### src/rtl/bdlp_pkg.sv
// Shared types and constants for the button debounce / long-press block.
// No dependencies; imported by the channel interfaces and the top level.
package bdlp_pkg;

  localparam int PIN_W   = 6;
  localparam int HIST_W  = 8;
  localparam int TIME_W  = 32;
  localparam int DUR_W   = 16;
  localparam int MASK_W  = 64;
  localparam int CFG_IDX_W = 2;

  localparam logic [HIST_W-1:0] HIST_PRESSED   = 8'b1000_0000;
  localparam logic [HIST_W-1:0] HIST_DOWN_EDGE = 8'b0111_1111;
  localparam logic [HIST_W-1:0] HIST_ALL       = 8'b1111_1111;

  localparam logic [DUR_W-1:0]  LONG_PRESS_RST = 16'd2000;
  localparam logic [DUR_W-1:0]  REPEAT_RST     = 16'd200;
  localparam logic [MASK_W-1:0] INVERT_RST     = {MASK_W{1'b1}};

  typedef enum logic [1:0] {
    KIND_RELEASED = 2'd0,
    KIND_PRESSED  = 2'd1,
    KIND_HELD     = 2'd2
  } event_kind_t;

  typedef enum logic [CFG_IDX_W-1:0] {
    CFG_LONG_PRESS = 2'd0,
    CFG_REPEAT     = 2'd1,
    CFG_INVERT     = 2'd2
  } cfg_index_t;

  // One pin's state as held in the per-pin memory.
  typedef struct packed {
    logic [HIST_W-1:0] hist;
    logic [TIME_W-1:0] deadline;
    logic              armed;
  } pin_state_t;

endpackage

### src/rtl/bdlp_ifs.sv
// Valid/ready channel interfaces for the sample input and the event output.
// Depends on bdlp_pkg for field widths.
interface bdlp_in_if import bdlp_pkg::*; ();
  logic              valid;
  logic              ready;
  logic [PIN_W-1:0]  pin_index;
  logic              raw_level;
  logic [TIME_W-1:0] now_ms;

  modport source (output valid, pin_index, raw_level, now_ms, input ready);
  modport sink   (input valid, pin_index, raw_level, now_ms, output ready);
endinterface

interface bdlp_out_if import bdlp_pkg::*; ();
  logic             valid;
  logic             ready;
  logic [PIN_W-1:0] event_pin;
  logic [1:0]       event_kind;

  modport source (output valid, event_pin, event_kind, input ready);
  modport sink   (input valid, event_pin, event_kind, output ready);
endinterface

### src/rtl/button_debounce_long_press_top.sv
// Button debounce with long-press repeat: top level.
// Per-pin history and hold deadline in one synchronous memory; uses bdlp_pkg, bdlp_ifs.
//
// Usage:
//   in_ch  : one poll sample per transaction (pin_index, raw_level, now_ms).
//   out_ch : zero or one event per sample (event_pin, event_kind:
//            0 released, 1 pressed, 2 held repeat), in sample order.
//   cfg_*  : write long_press_ms (0), repeat_ms (1), invert_mask (2) while idle.
// Throughput: one sample per cycle while out_ch is not stalled. The per-pin memory
//   is read when a sample is taken and written back when it leaves the update
//   stage; a write to the same pin at that edge is forwarded to the following sample.
// Events pass the update stage registers and then the output register to out_ch.
// Reset (rst_n low, synchronous): registers return to their defaults and
//   every pin's state reads as cleared through per-entry valid bits; no
//   clearing pass, samples are taken from the first cycle after reset.
// Stall: while out_ch holds an event that is not taken, a sample that would
//   produce another event waits in the update stage and in_ch drops ready.
//   Samples on pins at or above PIN_COUNT are dropped without effect.
module button_debounce_long_press_top import bdlp_pkg::*; #(
  parameter int PIN_COUNT = 64
) (
  input  logic                 clk,
  input  logic                 rst_n,
  bdlp_in_if.sink              in_ch,
  bdlp_out_if.source           out_ch,
  input  logic                 cfg_we,
  input  logic [CFG_IDX_W-1:0] cfg_index,
  input  logic [MASK_W-1:0]    cfg_wdata
);

  localparam int AW = (PIN_COUNT > 1) ? $clog2(PIN_COUNT) : 1;

  // configuration
  logic [DUR_W-1:0]  long_press_r;
  logic [DUR_W-1:0]  repeat_r;
  logic [MASK_W-1:0] invert_r;

  always_ff @(posedge clk) begin
    if (!rst_n) begin
      long_press_r <= LONG_PRESS_RST;
      repeat_r     <= REPEAT_RST;
      invert_r     <= INVERT_RST;
    end else if (cfg_we) begin
      unique case (cfg_index)
        CFG_LONG_PRESS: long_press_r <= cfg_wdata[DUR_W-1:0];
        CFG_REPEAT:     repeat_r     <= cfg_wdata[DUR_W-1:0];
        CFG_INVERT:     invert_r     <= cfg_wdata;
        default:        ;
      endcase
    end
  end

  // pipeline control
  logic              s1_valid_r;
  logic [PIN_W-1:0]  s1_pin_r;
  logic              s1_level_r;
  logic [TIME_W-1:0] s1_now_r;
  logic              s1_event;
  logic              s1_fire;
  logic              in_take;
  logic              out_valid_r;

  assign s1_fire  = s1_valid_r && (!s1_event || !out_valid_r || out_ch.ready);
  assign in_ch.ready = rst_n && (!s1_valid_r || s1_fire);
  assign in_take  = in_ch.valid && in_ch.ready;

  always_ff @(posedge clk) begin
    if (!rst_n) begin
      s1_valid_r <= 1'b0;
    end else if (in_take) begin
      s1_valid_r <= 1'b1;
    end else if (s1_fire) begin
      s1_valid_r <= 1'b0;
    end
  end

  always_ff @(posedge clk) begin
    if (in_take) begin
      s1_pin_r   <= in_ch.pin_index;
      s1_level_r <= in_ch.raw_level;
      s1_now_r   <= in_ch.now_ms;
    end
  end

  // per-pin memory with valid bits
  pin_state_t           mem [PIN_COUNT];
  logic [PIN_COUNT-1:0] entry_vld_r;
  pin_state_t           rd_data_r;
  logic                 rd_vld_r;
  logic                 wr_en;
  logic [AW-1:0]        wr_addr;
  pin_state_t           wr_data;
  logic [AW-1:0]        rd_addr;

  assign rd_addr = in_ch.pin_index[AW-1:0];
  assign wr_addr = s1_pin_r[AW-1:0];

  always_ff @(posedge clk) begin
    if (in_take) begin
      rd_data_r <= mem[rd_addr];
    end
    if (wr_en) begin
      mem[wr_addr] <= wr_data;
    end
  end

  always_ff @(posedge clk) begin
    if (!rst_n) begin
      entry_vld_r <= '0;
      rd_vld_r    <= 1'b0;
    end else begin
      if (in_take) begin
        rd_vld_r <= entry_vld_r[rd_addr];
      end
      if (wr_en) begin
        entry_vld_r[wr_addr] <= 1'b1;
      end
    end
  end

  // last write, forwarded to a sample whose read raced it
  logic       wb_valid_r;
  logic [AW-1:0] wb_addr_r;
  pin_state_t wb_data_r;

  always_ff @(posedge clk) begin
    if (!rst_n) begin
      wb_valid_r <= 1'b0;
    end else if (wr_en) begin
      wb_valid_r <= 1'b1;
    end
  end

  always_ff @(posedge clk) begin
    if (wr_en) begin
      wb_addr_r <= wr_addr;
      wb_data_r <= wr_data;
    end
  end

  // update stage
  pin_state_t        cur;
  logic              in_range;
  logic              sample;
  logic [HIST_W-1:0] hist;
  logic [TIME_W-1:0] since;
  event_kind_t       kind;

  always_comb begin
    in_range = ({26'd0, s1_pin_r} < PIN_COUNT);
    if (wb_valid_r && wb_addr_r == s1_pin_r[AW-1:0]) begin
      cur = wb_data_r;
    end else if (rd_vld_r) begin
      cur = rd_data_r;
    end else begin
      cur = '0;
    end
    sample  = invert_r[s1_pin_r] ^ s1_level_r;
    hist    = {cur.hist[HIST_W-2:0], sample} | (cur.hist & HIST_PRESSED);
    since   = s1_now_r - cur.deadline;
    wr_data = cur;
    wr_data.hist = hist;
    kind     = KIND_HELD;
    s1_event = 1'b0;
    priority if (hist == HIST_PRESSED) begin
      wr_data.hist  = '0;
      wr_data.armed = 1'b0;
      kind          = KIND_RELEASED;
      s1_event      = in_range;
    end else if (hist == HIST_DOWN_EDGE) begin
      wr_data.hist     = HIST_ALL;
      wr_data.deadline = s1_now_r + {16'd0, long_press_r};
      wr_data.armed    = 1'b1;
      kind             = KIND_PRESSED;
      s1_event         = in_range;
    end else if (cur.armed && !since[TIME_W-1]) begin
      wr_data.deadline = cur.deadline + {16'd0, repeat_r};
      kind             = KIND_HELD;
      s1_event         = in_range;
    end else begin
      s1_event = 1'b0;
    end
    wr_en = s1_fire && in_range;
  end

  // output register
  logic [PIN_W-1:0] out_pin_r;
  event_kind_t      out_kind_r;

  always_ff @(posedge clk) begin
    if (!rst_n) begin
      out_valid_r <= 1'b0;
    end else if (s1_fire && s1_event) begin
      out_valid_r <= 1'b1;
    end else if (out_ch.ready) begin
      out_valid_r <= 1'b0;
    end
  end

  always_ff @(posedge clk) begin
    if (s1_fire && s1_event) begin
      out_pin_r  <= s1_pin_r;
      out_kind_r <= kind;
    end
  end

  assign out_ch.valid      = out_valid_r;
  assign out_ch.event_pin  = out_pin_r;
  assign out_ch.event_kind = out_kind_r;

endmodule

### src/flat_wrapper.sv
// flat-port wrapper written by rule: the top's interface ports become plain ports
module button_debounce_long_press_top_flat import bdlp_pkg::*;
#(
  parameter int PIN_COUNT = 64
)
  (clk, rst_n, cfg_we, cfg_index, cfg_wdata, in_ch_valid, in_ch_pin_index, in_ch_raw_level, in_ch_now_ms, in_ch_ready, out_ch_valid, out_ch_event_pin, out_ch_event_kind, out_ch_ready);
  bdlp_in_if in_ch_i ();
  bdlp_out_if out_ch_i ();
  input  logic clk;
  input  logic rst_n;
  input  logic cfg_we;
  input  logic [CFG_IDX_W-1:0] cfg_index;
  input  logic [MASK_W-1:0] cfg_wdata;
  input wire logic [$bits(in_ch_i.valid)-1:0] in_ch_valid;
  input wire logic [$bits(in_ch_i.pin_index)-1:0] in_ch_pin_index;
  input wire logic [$bits(in_ch_i.raw_level)-1:0] in_ch_raw_level;
  input wire logic [$bits(in_ch_i.now_ms)-1:0] in_ch_now_ms;
  output wire logic [$bits(in_ch_i.ready)-1:0] in_ch_ready;
  output wire logic [$bits(out_ch_i.valid)-1:0] out_ch_valid;
  output wire logic [$bits(out_ch_i.event_pin)-1:0] out_ch_event_pin;
  output wire logic [$bits(out_ch_i.event_kind)-1:0] out_ch_event_kind;
  input wire logic [$bits(out_ch_i.ready)-1:0] out_ch_ready;
  assign in_ch_i.valid = in_ch_valid;
  assign in_ch_i.pin_index = in_ch_pin_index;
  assign in_ch_i.raw_level = in_ch_raw_level;
  assign in_ch_i.now_ms = in_ch_now_ms;
  assign in_ch_ready = in_ch_i.ready;
  assign out_ch_valid = out_ch_i.valid;
  assign out_ch_event_pin = out_ch_i.event_pin;
  assign out_ch_event_kind = out_ch_i.event_kind;
  assign out_ch_i.ready = out_ch_ready;
  button_debounce_long_press_top #(.PIN_COUNT(PIN_COUNT)) u_core (.clk(clk), .rst_n(rst_n), .in_ch(in_ch_i), .out_ch(out_ch_i), .cfg_we(cfg_we), .cfg_index(cfg_index), .cfg_wdata(cfg_wdata));
endmodule
### config.mk
export PLATFORM = sky130hd
export DESIGN_NAME = button_debounce_long_press_top_flat
export DESIGN_NICKNAME = d
export VERILOG_FILES = /design/src/rtl/bdlp_pkg.sv /design/src/rtl/bdlp_ifs.sv /design/src/rtl/button_debounce_long_press_top.sv /design/src/flat_wrapper.sv
export SDC_FILE = /design/constraint.sdc
export NUM_CORES = 2
export LEC_CHECK = 0
export ABC_AREA = 1
export BUFFER_PORTS_ARGS = -buffer_cell sky130_fd_sc_hd__buf_2
export CORE_MARGIN = 4
export CORE_UTILIZATION = 40
export CTS_CLUSTER_SIZE = 16
export DETAILED_ROUTE_END_ITERATION = 8
export GPL_TIMING_DRIVEN = 1
export PLACE_DENSITY = 0.53
export SLEW_MARGIN = 20
export SYNTH_ARGS = -nofsm -noshare
export SYNTH_HDL_FRONTEND = slang
export SYNTH_SLANG_ARGS = --single-unit
### constraint.sdc
create_clock -name clk -period 9.1 [get_ports clk]
set_clock_uncertainty 0.2 [all_clocks]
set_input_delay 1.82 -clock clk [delete_from_list [all_inputs] [get_ports clk]]
set_output_delay 1.82 -clock clk [all_outputs]
set_load 0.05 [all_outputs]
==> results_dict.tcl <==
set metrics [dict create \
    critPathTopFamily "simple AND/OR/NAND/NOR gates" \
    yosysSeqAreaShare_pct 73.2 \
    top_layer_used "met5" \
    period_needed_ps 7440 \
    hold_path_class "flip-flop to flip-flop" \
    drc_errors 0 \
    htree_levels 5 \
    cp_num_buf_inv 6 \
    post-dp-hpwl_um 209000 \
    clkSlewWorstSetupHoldPaths_ps 60 \
    root_buffer "clkbuf_16" \
    tightest_slew_ps 1240 \
    syn_inst 9636 \
    synth-async-reset-ratio_pct 0 \
    layout-drive-gt1-share_pct 9.26 \
    synth-edff-count 2759 \
    worstPathMaxFanout 66 \
    vdd_drop_max_uv 170 \
    leakage_nw 44.8 \
    hold_viol_final 0 \
    pin_count 120 \
    max_slew_margin_pct 16.9 \
    stdcell_count 13800 \
    synth_ff_type "edfxtp_1" \
    met2_wirelength_um 161000 \
    die_w_um 550 \
    vias_per_cell 5.80 \
    fin_crit_sh_pct 81.8 \
    hold_buffers 0 \
    clk_latency_ps 870 \
    cts_tree "built" \
    wl_met1_um 162000 \
    status "completed" \
    tns_ps 0 \
    vias 79800 \
    numCtsBuffers 317 \
    clockBufferDepth 4 \
    die-area_um2 303000 \
    grt_overflow 0 \
    initial_utilization_pct 40.3 \
    syn_to_final_growth_pct 12.9 \
    path_cells "inv_2 > nand2_1 > nand2_1 > nand2_1 > nor2_4 > nand2_4 > buf_4 > nand2_1 > o21ai_1 > clkinv_1 > buf_4 > nand4_1 > nor3_1 > nand2_1 > nor2_2 > nor2_1 > nand2_2 > nand3_1 > nand2_1 > inv_1 > buf_2" \
    maxCapViolCount 0 \
    cp_common_cell "nand2_1" \
    preCtsSetupSlack_ps 2080 \
    cp_data_arrival_time_ps 5420 \
    cts_resized 0 \
    syn_avg_cell_area_um2 12.2 \
    clock-sinks 2923 \
    ys_ff_latch 2923 \
    power_density_nw_per_um2 222 \
    final_util_pct 45.5 \
    port_buffers 119 \
    yosys_warnings 0 \
    postCtsSetupRepairBufs 0 \
    wl_met3_um 30500 \
    die_y_um 550 \
    critical-path-slowest-cell "nor2_2" \
    avgRoutedWirePerCell_um 26.3 \
    drt_wl_total_um 362000 \
    gp_congestion 0.882 \
    synth_area_um2 118000 \
    critPathRequiredTime_ps 7080 \
    setup_viol 0 \
    syn-num-nets 9798 \
    worst_slack_ps 1660 \
    maxSlewViolCount 0 \
    core_area_um2 292000 \
    grt_max_degree 176 \
    cp-end-kind "primary output" \
    cpPeakStageDelay_ps 600 \
    crit_type "flip-flop to primary output" \
    grt_pass1_vias 74600 \
    rows 198 \
    first_pass_iters 6 \
    antenna_found_initial 23 \
    synth_cell_type_count 55 \
    dp_cells 13200 \
    rsz0062_at_grt "no" \
    nets 9777 \
    fmax_ghz 0.134 \
    ant_nets 0 \
    drt_iter0_markers 9680 \
    cp-start-kind "flip-flop" \
    grt_usage_pct 23.1 \
    grt_pass1_wl_um 526000 \
]
==> flip-flops by register name (all words and copies together), names as in the netlist, 16 cells and up <==
signal,count
u_core.rd_data_r,41
u_core.mem,2624
u_core.entry_vld_r,64
u_core.long_press_r,16
u_core.invert_r,64
u_core.s1_now_r,32
u_core.wb_data_r,41
u_core.repeat_r,16
==> cell families (layout without fill, tap and decap cells) <==
logic type      after synthesis  in the layout  synth area share [%]
compound gates             2950           2950                  13.8
xor+xnor                     28             28                 0.208
fa+ha+maj                    52             52                 0.559
buf+inv                     992           1203                  3.22
flops                      2923           2923                  73.2
other cells                   0             13                     0
simple gates               2691           2691                  9.03
==> path summary, 6_finish.rpt <==
check / start / to / slack, ps / cells past startpoint
setup / recovery: u_core.s1_pin_r[4]$_DFFE_PP_ / in_ch_ready / 1660 / 21
hold / removal: u_core.entry_vld_r[36]$_SDFFE_PN0N_ / u_core.entry_vld_r[36]$_SDFFE_PN0N_ / 250 / 2
setup reg to reg: u_core.s1_pin_r[4]$_DFFE_PP_ / u_core.mem[39][26]$_DFFE_PP_ / 2290 / 25
hold reg to reg: u_core.entry_vld_r[36]$_SDFFE_PN0N_ / u_core.entry_vld_r[36]$_SDFFE_PN0N_ / 250 / 2
==> final cells by class <==
cell class                      count  area (um2)
Sequential cell                  2923       86100
Fill cell                       26400      159000
Timing Repair Buffer              321        2460
Clock buffer                      407        8620
Inverter                          331        1320
Tap cell                         3900        4880
Multi-Input combinational cell   5721       28000
Antenna cell                       13        32.5
Clock inverter                    144        1380
==> where the power goes <==
part / internal (W) / leakage [nW] / switching, W
clock: 0.00736 / 4.89 / 0.00524
sequential: 0.0149 / 27.3 / 0.0000388
combinational: 0.000450 / 12.5 / 0.00152
==> layer usage <==
layer | global-route usage (%) | vias up
li1 | - | 35400
met1 | 34.9 | 40400
met2 | 35.2 | 3428
met3 | 3.58 | 523
met4 | 5.56 | 6
met5 | 0 | -
==> cells in the mapped netlist (6+ instances only) <==
cell	n	area (um2)
clkbuf_1	620	2330
nor4_1	10	62.6
xnor2_1	8	70.1
o32ai_1	43	377
inv_1	313	1170
a21oi_1	174	871
nand3_1	225	1130
o21ai_1	19	95.1
o21ai_0	1808	9050
nand2_1	486	1820
nand3b_1	6	45.0
or2_2	7	43.8
o21ai_2	8	70.1
o211ai_1	17	128
buf_2	9	45.0
ha_1	51	638
o22ai_1	824	5150
a31oi_1	6	37.5
dfxtp_1	164	3280
edfxtp_1	2759	82800
nand4_1	20	125
a221oi_1	13	114
nor2_1	1892	7100
buf_1	24	90.1
a22oi_1	16	120
nor3_1	26	130
inv_2	16	60.1
buf_6	7	78.8
xor2_1	20	175
==> cells in the final DEF, fill, tap and decap left out, types with 22 or more instances in the layout <==
master	synthesis	final
edfxtp_1	2759	2759
nor2_1	1892	1890
o21ai_0	1808	1804
o22ai_1	824	824
nand2_1	486	479
clkbuf_16	0	327
inv_1	313	233
nand3_1	225	224
buf_4	1	180
a21oi_1	174	167
dfxtp_1	164	163
buf_2	9	113
clkinv_1	2	67
clkbuf_1	620	66
inv_2	16	61
ha_1	51	51
clkinv_2	0	47
o32ai_1	43	41
bufinv_16	0	24
buf_12	0	24
nor3_1	26	22
==> per-stage QoR <==
step                power [W]  area [um2]  hold WS [ps]
floorplan              0.0162      118000           227
global placement       0.0171      123000           233
detailed placement     0.0171      123000           239
CTS                    0.0296      133000           248
global route           0.0304      133000           269
finish                 0.0295      133000           249
==> tightest hold or removal path, stage by stage, from the launching register on <==
cell     delay (ps)
dfxtp_1         310
inv_1            40
a21oi_1          50
(Power assumes the default switching activity.)
